$ cat config.mk
export PLATFORM = sky130hd
export DESIGN_NAME = double_ended_queue
export DESIGN_NICKNAME = d
export VERILOG_FILES = /design/src/design/deq_pkg.sv /design/src/design/deq_ctrl.sv /design/src/design/deq_datapath.sv /design/src/design/double_ended_queue.sv
export SDC_FILE = /design/constraint.sdc
export NUM_CORES = 1
export LEC_CHECK = 0
export BUFFER_PORTS_ARGS = -buffer_cell sky130_fd_sc_hd__buf_2
export CAP_MARGIN = 20
export CORE_MARGIN = 2
export CORE_UTILIZATION = 45
export CTS_CLUSTER_DIAMETER = 30
export DETAILED_ROUTE_END_ITERATION = 12
export PLACE_DENSITY = 0.63
export SLEW_MARGIN = 10
export SYNTH_ARGS = -nofsm -noshare
export SYNTH_HDL_FRONTEND = slang
export SYNTH_SLANG_ARGS = --single-unit
export TNS_END_PERCENT = 1
$ cat constraint.sdc
create_clock -name clk_i -period 3.4 [get_ports clk_i]
set_input_delay 0.68 -clock clk_i [delete_from_list [all_inputs] [get_ports clk_i]]
set_output_delay 0.68 -clock clk_i [all_outputs]
set_load 0.02 [all_outputs]
$ cat src/design/deq_pkg.sv
// shared types and codes for the double-ended queue
package deq_pkg;

  // operation codes carried by an input word
  typedef enum logic [2:0] {
    OP_PUSH_REAR  = 3'd0,
    OP_PUSH_FRONT = 3'd1,
    OP_POP_FRONT  = 3'd2,
    OP_POP_REAR   = 3'd3,
    OP_PEEK_FRONT = 3'd4,
    OP_PEEK_REAR  = 3'd5
  } op_e;

  // result status codes
  typedef enum logic [1:0] {
    ST_OK    = 2'd0,
    ST_EMPTY = 2'd1,
    ST_FULL  = 2'd2
  } status_e;

  // controller states
  typedef enum logic [1:0] {
    S_IDLE = 2'd0,
    S_EXEC = 2'd1,
    S_EMIT = 2'd2
  } state_e;

  // commands from controller to datapath
  typedef struct packed {
    logic load;
    logic exec;
    logic emit;
  } cmd_t;

endpackage

$ cat src/design/deq_ctrl.sv
// controller state machine for the double-ended queue
module deq_ctrl (
  input  logic          clk_i,
  input  logic          rst_ni,
  input  logic          in_valid_i,
  output logic          in_ready_o,
  output logic          out_valid_o,
  input  logic          out_ready_i,
  output deq_pkg::cmd_t cmd_o
);

  deq_pkg::state_e state_q, state_d;
  logic            out_valid_q, out_valid_d;
  logic            emit_ok;

  // output register can take a new word when empty or being drained
  assign emit_ok = !out_valid_q || out_ready_i;

  // next state
  always_comb begin
    state_d = state_q;
    unique case (state_q)
      deq_pkg::S_IDLE: begin
        if (in_valid_i) begin
          state_d = deq_pkg::S_EXEC;
        end
      end
      deq_pkg::S_EXEC: begin
        state_d = deq_pkg::S_EMIT;
      end
      deq_pkg::S_EMIT: begin
        if (emit_ok) begin
          state_d = deq_pkg::S_IDLE;
        end
      end
      default: begin
        state_d = deq_pkg::S_IDLE;
      end
    endcase
  end

  // outputs and commands
  always_comb begin
    in_ready_o = 1'b0;
    cmd_o      = '0;
    unique case (state_q)
      deq_pkg::S_IDLE: begin
        in_ready_o = 1'b1;
        cmd_o.load = in_valid_i;
      end
      deq_pkg::S_EXEC: begin
        cmd_o.exec = 1'b1;
      end
      deq_pkg::S_EMIT: begin
        cmd_o.emit = emit_ok;
      end
      default: begin
        in_ready_o = 1'b0;
      end
    endcase
  end

  // output valid tracking
  always_comb begin
    out_valid_d = out_valid_q;
    if (cmd_o.emit) begin
      out_valid_d = 1'b1;
    end else if (out_ready_i) begin
      out_valid_d = 1'b0;
    end
  end

  assign out_valid_o = out_valid_q;

  // state registers
  always_ff @(posedge clk_i or negedge rst_ni) begin
    if (!rst_ni) begin
      state_q     <= deq_pkg::S_IDLE;
      out_valid_q <= 1'b0;
    end else begin
      state_q     <= state_d;
      out_valid_q <= out_valid_d;
    end
  end

endmodule

$ cat src/design/deq_datapath.sv
// ring storage, pointers, count and result register of the double-ended queue
module deq_datapath #(
  parameter int unsigned DEPTH = 16,
  parameter int unsigned AddrW = $clog2(DEPTH),
  parameter int unsigned CntW  = $clog2(DEPTH + 1)
) (
  input  logic               clk_i,
  input  logic               rst_ni,
  input  deq_pkg::cmd_t      cmd_i,
  input  logic [2:0]         operation_i,
  input  logic signed [31:0] push_value_i,
  output logic signed [31:0] result_value_o,
  output logic [1:0]         status_o,
  output logic [CntW-1:0]    occupancy_o,
  output logic               is_empty_o
);

  localparam logic [AddrW-1:0] LastIdx = AddrW'(DEPTH - 1);
  localparam logic [CntW-1:0]  FullCnt = CntW'(DEPTH);

  logic [31:0] mem [DEPTH];

  deq_pkg::op_e        op_q;
  logic signed [31:0]  val_q;
  logic [AddrW-1:0]    front_q, front_d, rear_q, rear_d;
  logic [CntW-1:0]     count_q, count_d;
  deq_pkg::status_e    st_q, st_d;
  logic                rd_ok_q, rd_ok_d;
  logic [31:0]         rdata_q;
  logic                wr_en;
  logic [AddrW-1:0]    wr_addr, rd_addr;
  logic [AddrW-1:0]    front_prev, front_next, rear_prev;
  logic                full, empty;

  // ring neighbors and occupancy flags
  assign front_next = (front_q == LastIdx) ? '0 : front_q + AddrW'(1);
  assign front_prev = (front_q == '0) ? LastIdx : front_q - AddrW'(1);
  assign rear_prev  = (rear_q == '0) ? LastIdx : rear_q - AddrW'(1);
  assign full       = (count_q == FullCnt);
  assign empty      = (count_q == '0);

  // operation decode and pointer update
  always_comb begin
    front_d = front_q;
    rear_d  = rear_q;
    count_d = count_q;
    wr_en   = 1'b0;
    wr_addr = rear_q;
    rd_addr = front_q;
    st_d    = deq_pkg::ST_OK;
    rd_ok_d = 1'b0;
    if (cmd_i.exec) begin
      unique case (op_q)
        deq_pkg::OP_PUSH_REAR: begin
          if (full) begin
            st_d = deq_pkg::ST_FULL;
          end else begin
            wr_en   = 1'b1;
            wr_addr = rear_q;
            rear_d  = (rear_q == LastIdx) ? '0 : rear_q + AddrW'(1);
            count_d = count_q + CntW'(1);
          end
        end
        deq_pkg::OP_PUSH_FRONT: begin
          if (full) begin
            st_d = deq_pkg::ST_FULL;
          end else begin
            wr_en   = 1'b1;
            wr_addr = front_prev;
            front_d = front_prev;
            count_d = count_q + CntW'(1);
          end
        end
        deq_pkg::OP_POP_FRONT: begin
          if (empty) begin
            st_d = deq_pkg::ST_EMPTY;
          end else begin
            rd_addr = front_q;
            rd_ok_d = 1'b1;
            front_d = front_next;
            count_d = count_q - CntW'(1);
          end
        end
        deq_pkg::OP_POP_REAR: begin
          if (empty) begin
            st_d = deq_pkg::ST_EMPTY;
          end else begin
            rd_addr = rear_prev;
            rd_ok_d = 1'b1;
            rear_d  = rear_prev;
            count_d = count_q - CntW'(1);
          end
        end
        deq_pkg::OP_PEEK_FRONT: begin
          if (empty) begin
            st_d = deq_pkg::ST_EMPTY;
          end else begin
            rd_addr = front_q;
            rd_ok_d = 1'b1;
          end
        end
        deq_pkg::OP_PEEK_REAR: begin
          if (empty) begin
            st_d = deq_pkg::ST_EMPTY;
          end else begin
            rd_addr = rear_prev;
            rd_ok_d = 1'b1;
          end
        end
        default: begin
          st_d = deq_pkg::ST_OK;
        end
      endcase
    end
  end

  // ring storage with registered read
  always_ff @(posedge clk_i) begin
    if (wr_en) begin
      mem[wr_addr] <= val_q;
    end
    if (cmd_i.exec) begin
      rdata_q <= mem[rd_addr];
    end
  end

  // pointers and count
  always_ff @(posedge clk_i or negedge rst_ni) begin
    if (!rst_ni) begin
      front_q <= '0;
      rear_q  <= '0;
      count_q <= '0;
    end else begin
      front_q <= front_d;
      rear_q  <= rear_d;
      count_q <= count_d;
    end
  end

  // captured word, step status and result register
  always_ff @(posedge clk_i) begin
    if (cmd_i.load) begin
      op_q  <= deq_pkg::op_e'(operation_i);
      val_q <= push_value_i;
    end
    if (cmd_i.exec) begin
      st_q    <= st_d;
      rd_ok_q <= rd_ok_d;
    end
    if (cmd_i.emit) begin
      result_value_o <= rd_ok_q ? signed'(rdata_q) : 32'sd0;
      status_o       <= st_q;
      occupancy_o    <= count_q;
      is_empty_o     <= (count_q == '0);
    end
  end

endmodule

$ cat src/design/double_ended_queue.sv
// top level of the double-ended queue
// Bounded double-ended queue of DEPTH signed 32-bit values held in a ring
// memory with front and rear pointers and a count. Each input word carries one
// operation (push rear, push front, pop front, pop rear, peek front, peek
// rear) and yields exactly one result word with the value read, a status
// (ok, empty on pop or peek, full on push), the count after the operation and
// an empty flag. Operation codes six and seven change nothing and report ok.
// An input word passes in turn through capture, one ring memory access with
// the pointer and count update, and the load of the output register; the next
// word is accepted in the cycle after that load. The output register holds its
// word until taken, and a word in flight waits in its last step while the
// output register is still occupied. No clearing pass follows reset.
module double_ended_queue #(
  parameter int unsigned DEPTH = 16,
  localparam int unsigned CntW = $clog2(DEPTH + 1)
) (
  input  logic               clk_i,
  input  logic               rst_ni,
  input  logic               in_valid_i,
  output logic               in_ready_o,
  input  logic [2:0]         operation_i,
  input  logic signed [31:0] push_value_i,
  output logic               out_valid_o,
  input  logic               out_ready_i,
  output logic signed [31:0] result_value_o,
  output logic [1:0]         status_o,
  output logic [CntW-1:0]    occupancy_o,
  output logic               is_empty_o
);

  deq_pkg::cmd_t cmd;

  // sequencing
  deq_ctrl u_ctrl (
    .clk_i       (clk_i),
    .rst_ni      (rst_ni),
    .in_valid_i  (in_valid_i),
    .in_ready_o  (in_ready_o),
    .out_valid_o (out_valid_o),
    .out_ready_i (out_ready_i),
    .cmd_o       (cmd)
  );

  // storage and result
  deq_datapath #(
    .DEPTH (DEPTH)
  ) u_datapath (
    .clk_i          (clk_i),
    .rst_ni         (rst_ni),
    .cmd_i          (cmd),
    .operation_i    (operation_i),
    .push_value_i   (push_value_i),
    .result_value_o (result_value_o),
    .status_o       (status_o),
    .occupancy_o    (occupancy_o),
    .is_empty_o     (is_empty_o)
  );

`ifndef NO_ASSERTIONS
  // count never runs past capacity
  a_occ_bound: assert property (@(posedge clk_i) disable iff (!rst_ni)
    out_valid_o |-> (occupancy_o <= CntW'(DEPTH)))
    else $error("occupancy beyond capacity");

  // a refused push only happens at full capacity
  a_full_cap: assert property (@(posedge clk_i) disable iff (!rst_ni)
    (out_valid_o && status_o == deq_pkg::ST_FULL) |-> (occupancy_o == CntW'(DEPTH)))
    else $error("full status below capacity");

  // empty status reports an empty queue and a zero value
  a_empty_zero: assert property (@(posedge clk_i) disable iff (!rst_ni)
    (out_valid_o && status_o == deq_pkg::ST_EMPTY) |->
      (is_empty_o && result_value_o == 32'sd0))
    else $error("empty status with data or nonzero count");

  // ready is low once a word has been accepted, so words are never accepted back to back
  a_one_in_flight: assert property (@(posedge clk_i) disable iff (!rst_ni)
    (in_valid_i && in_ready_o) |=> !in_ready_o)
    else $error("back-to-back accept");
`endif

endmodule

==> flow_metrics.env <==
export IMPL_p_seq_share_pct=34.9
export IMPL_comb_power_share_pct=24.0
export IMPL_die_h_um=239
export IMPL_grt_antenna_before_repair=0
export IMPL_path_clk_slew_ps=50
export IMPL_pin_count=81
export IMPL_io_buffer_count=80
export IMPL_power_leakage_nw=11.2
export IMPL_die_area_mm2=0.0572
export IMPL_instances_no_fill=2695
export IMPL_final_cell_mix="edfxtp_1 (622), nand2_1 (409), clkbuf_16 (119)"
export IMPL_synth_area_leaders="edfxtp_1 (75%), nand2_1 (6.2%), mux2i_1 (3.9%), a21oi_1 (2.0%), dfrtp_1 (1.6%)"
export IMPL_start_kind="flop"
export IMPL_avgSynthCellArea_um2=14.7
export IMPL_dr_total_vias=14900
export IMPL_crit_arrival_ps=3750
export IMPL_htreeDepth=3
export IMPL_cp_top_family="simple AND/OR/NAND/NOR gates"
export IMPL_dr_pass1_iters=8
export IMPL_grt_pass1_wl_um=91100
export IMPL_clock_latency_ps=670
export IMPL_dp_cells=2471
export IMPL_design_area_mm2=0.0311
export IMPL_cp_slowest_stage_delay_ps=920
export IMPL_track_usage_pct=21.5
export IMPL_setup_viol_count_final=0
export IMPL_max_cap_violations=0
export IMPL_max_freq_mhz=308
export IMPL_slew_headroom_pct=22.8
export IMPL_worstMarginPinSlew_ps=1160
export IMPL_rows=86
export IMPL_switching_share_pct=30.5
export IMPL_cts_made_buffers=117
export IMPL_critPathSlowestCell="nor2b_4"
export IMPL_rsz0062_at_grt="false"
export IMPL_route_detailed_drc=0
export IMPL_power_density_mw_per_mm2=930
export IMPL_outcome="finished, final reports clean"
export IMPL_via_per_inst=5.53
export IMPL_path_cells="or4_4 > o2111ai_4 > mux2_4 > nor2b_4 > buf_4 > a32oi_1 > o21ai_1"
export IMPL_antenna_cells=0
export IMPL_syn_inst=1697
export IMPL_nNetsFinal=1937
export IMPL_ant_nets=0
export IMPL_ys_types=44
export IMPL_area_growth_pct=24.8
export IMPL_hold_violations=0
export IMPL_crit_type="flop to flop"
export IMPL_syn_area_mm2=0.0249
export IMPL_die_width_um=239
export IMPL_cts_root_buf="clkbuf_16"
export IMPL_grt_overflow=0
export IMPL_final_min_clock_period_ps=3250
export IMPL_p_int_w=0.0201
export IMPL_fin_crit_sh_pct=95.5
export IMPL_clkSinkCount=638
export IMPL_layout_commonest_cell="edfxtp_1"
export IMPL_start_util_pct=45.3
export IMPL_drt_iter0_markers=1378
export IMPL_drive_gt1_share_pct=19.6
export IMPL_tns_ps=0
export IMPL_core_mm2=0.0549
export IMPL_yosys_area_top_type="edfxtp_1"
export IMPL_ctsResizeCount=0
export IMPL_path_buf_inv=1
export IMPL_hpwl_um=33600
export IMPL_total_power_w=0.0289
export IMPL_gp_congestion=0.788
export IMPL_drv_slew=0
export IMPL_synth_flop_cell="edfxtp_1"
export IMPL_end_kind="flop"
export IMPL_wire_per_inst_um=22.5
export IMPL_ys_warn_count=0
export IMPL_crit_fanout=27
export IMPL_synth_seq_area_share_pct=76.7
export IMPL_cts_buffer_depth=3
export IMPL_p_sw_w=0.00881
export IMPL_irDropWorstVdd_uv=504
export IMPL_first_global_vias=14800
export IMPL_required_ps=3900
export IMPL_hp_class="input port to flop"
export IMPL_synth_top_area_share_pct=75.1
export IMPL_clock_skew_ps=24.3
export IMPL_synth_edf_count=622
export IMPL_dpl_instance_area_mm2=0.0269
export IMPL_synth_fp_nets=1744
export IMPL_grt_max_degree=62
export IMPL_ys_async_sr_fraction_pct=2.51
export IMPL_routed_wl_um=60700
export IMPL_cts_tree="yes"
export IMPL_synth_seq_cells=638
export IMPL_clkPwrFrac_pct=41.1
per-stage QoR:
stage	hold WS (ps)	worst slack [ps]	utilization, %
after floorplan	384	-335	-
after global placement	407	169	49.0
after detailed placement	414	116	49.0
after CTS	152	111	56.5
after global routing	169	5.61	56.6
final	188	153	56.6
cell families (layout without fill, tap and decap cells):
kind of cell	after synthesis	in the layout	share of synthesized area (%)
multiplexers	102	102	4.17
buffers and inverters	110	404	2.26
flip-flops	638	638	76.7
AO/OA/AOI/OAI	262	262	6.49
XOR/XNOR	14	14	0.493
adder cells (fa/ha/maj)	8	8	0.432
AND/OR/NAND/NOR	563	563	9.49
worst register-to-register path, stage by stage (launching register included):
cell	delay, ps
dfrtp_1	410
or4_4	570
o2111ai_4	420
mux2_4	250
nor2b_4	920
buf_4	330
a32oi_1	110
o21ai_1	90
cells in the mapped netlist, types with 4 or more instances:
library cell	n
a21oi_1	101
a22oi_1	32
a31oi_1	33
a32oi_1	33
and2_1	36
buf_1	5
buf_2	51
buf_4	7
buf_6	8
clkbuf_1	26
dfrtp_1	16
edfxtp_1	622
ha_1	7
inv_1	13
mux2i_1	97
nand2_1	409
nand2b_1	6
nand3_1	71
nand4_1	4
nor2_1	24
o21ai_0	19
o21ai_1	30
xnor2_1	10
xor2_1	4
registers in the layout, indices dropped and copies added (netlist names), 3 cells and up:
signal / cells
u_datapath.mem: 512
u_datapath.rdata_q: 32
u_datapath.op_q: 3
u_datapath.occupancy_o: 5
u_datapath.count_q: 5
u_datapath.result_value_o: 32
u_datapath.rear_q: 4
u_datapath.val_q: 32
u_datapath.front_q: 4
area by class of cell:
type,instances,area [um2]
fillers,4230,23800
flip-flops and latches,638,19100
multi-input cells,949,5420
clock buffers,132,3030
repair buffers,171,1510
clock inverters,88,1100
well taps,704,881
inverters,13,48.8
power groups by stage:
stage	Clock [W]	Sequential [W]	Combinational [W]
after floorplan	0	0.0101	0.00451
after global placement	0	0.0102	0.00675
after detailed placement	0	0.0102	0.00684
after CTS	0.0120	0.0101	0.00690
after global routing	0.0124	0.0101	0.00759
final	0.0119	0.0101	0.00694
final timing paths:
path,slack (ps),depth (start not counted),endpoint,from
max reg2reg,150,7,u_datapath.rdata_q[9],u_datapath.count_q[0]
min reg2reg,420,0,u_datapath.status_o[0],u_datapath.st_q[0]
max in group asynchronous,2580,2,u_datapath.rear_q[0],rst_ni
max,150,7,u_datapath.rdata_q[9],u_datapath.count_q[0]
min in group asynchronous,520,2,u_ctrl.out_valid_o,rst_ni
min,190,1,u_datapath.val_q[19],push_value_i[19]
repair_timing:
action                     CTS  global route
hold endpoints to repair    16             0
setup endpoints to repair    0             1
hold buffers                 1             0
buffers inserted             0             2
per-layer routing:
layer	vias up	global-route usage [%]	part of all wire (%)	wire length [um]
li1	6757	-	-	-
met1	7415	29.1	42	25700
met2	601	34.7	48	29100
met3	135	3.56	6.6	3990
met4	0	9.09	3.0	1850
met5	-	0	0	0
No activity file was read; power rests on OpenSTA's default activity.
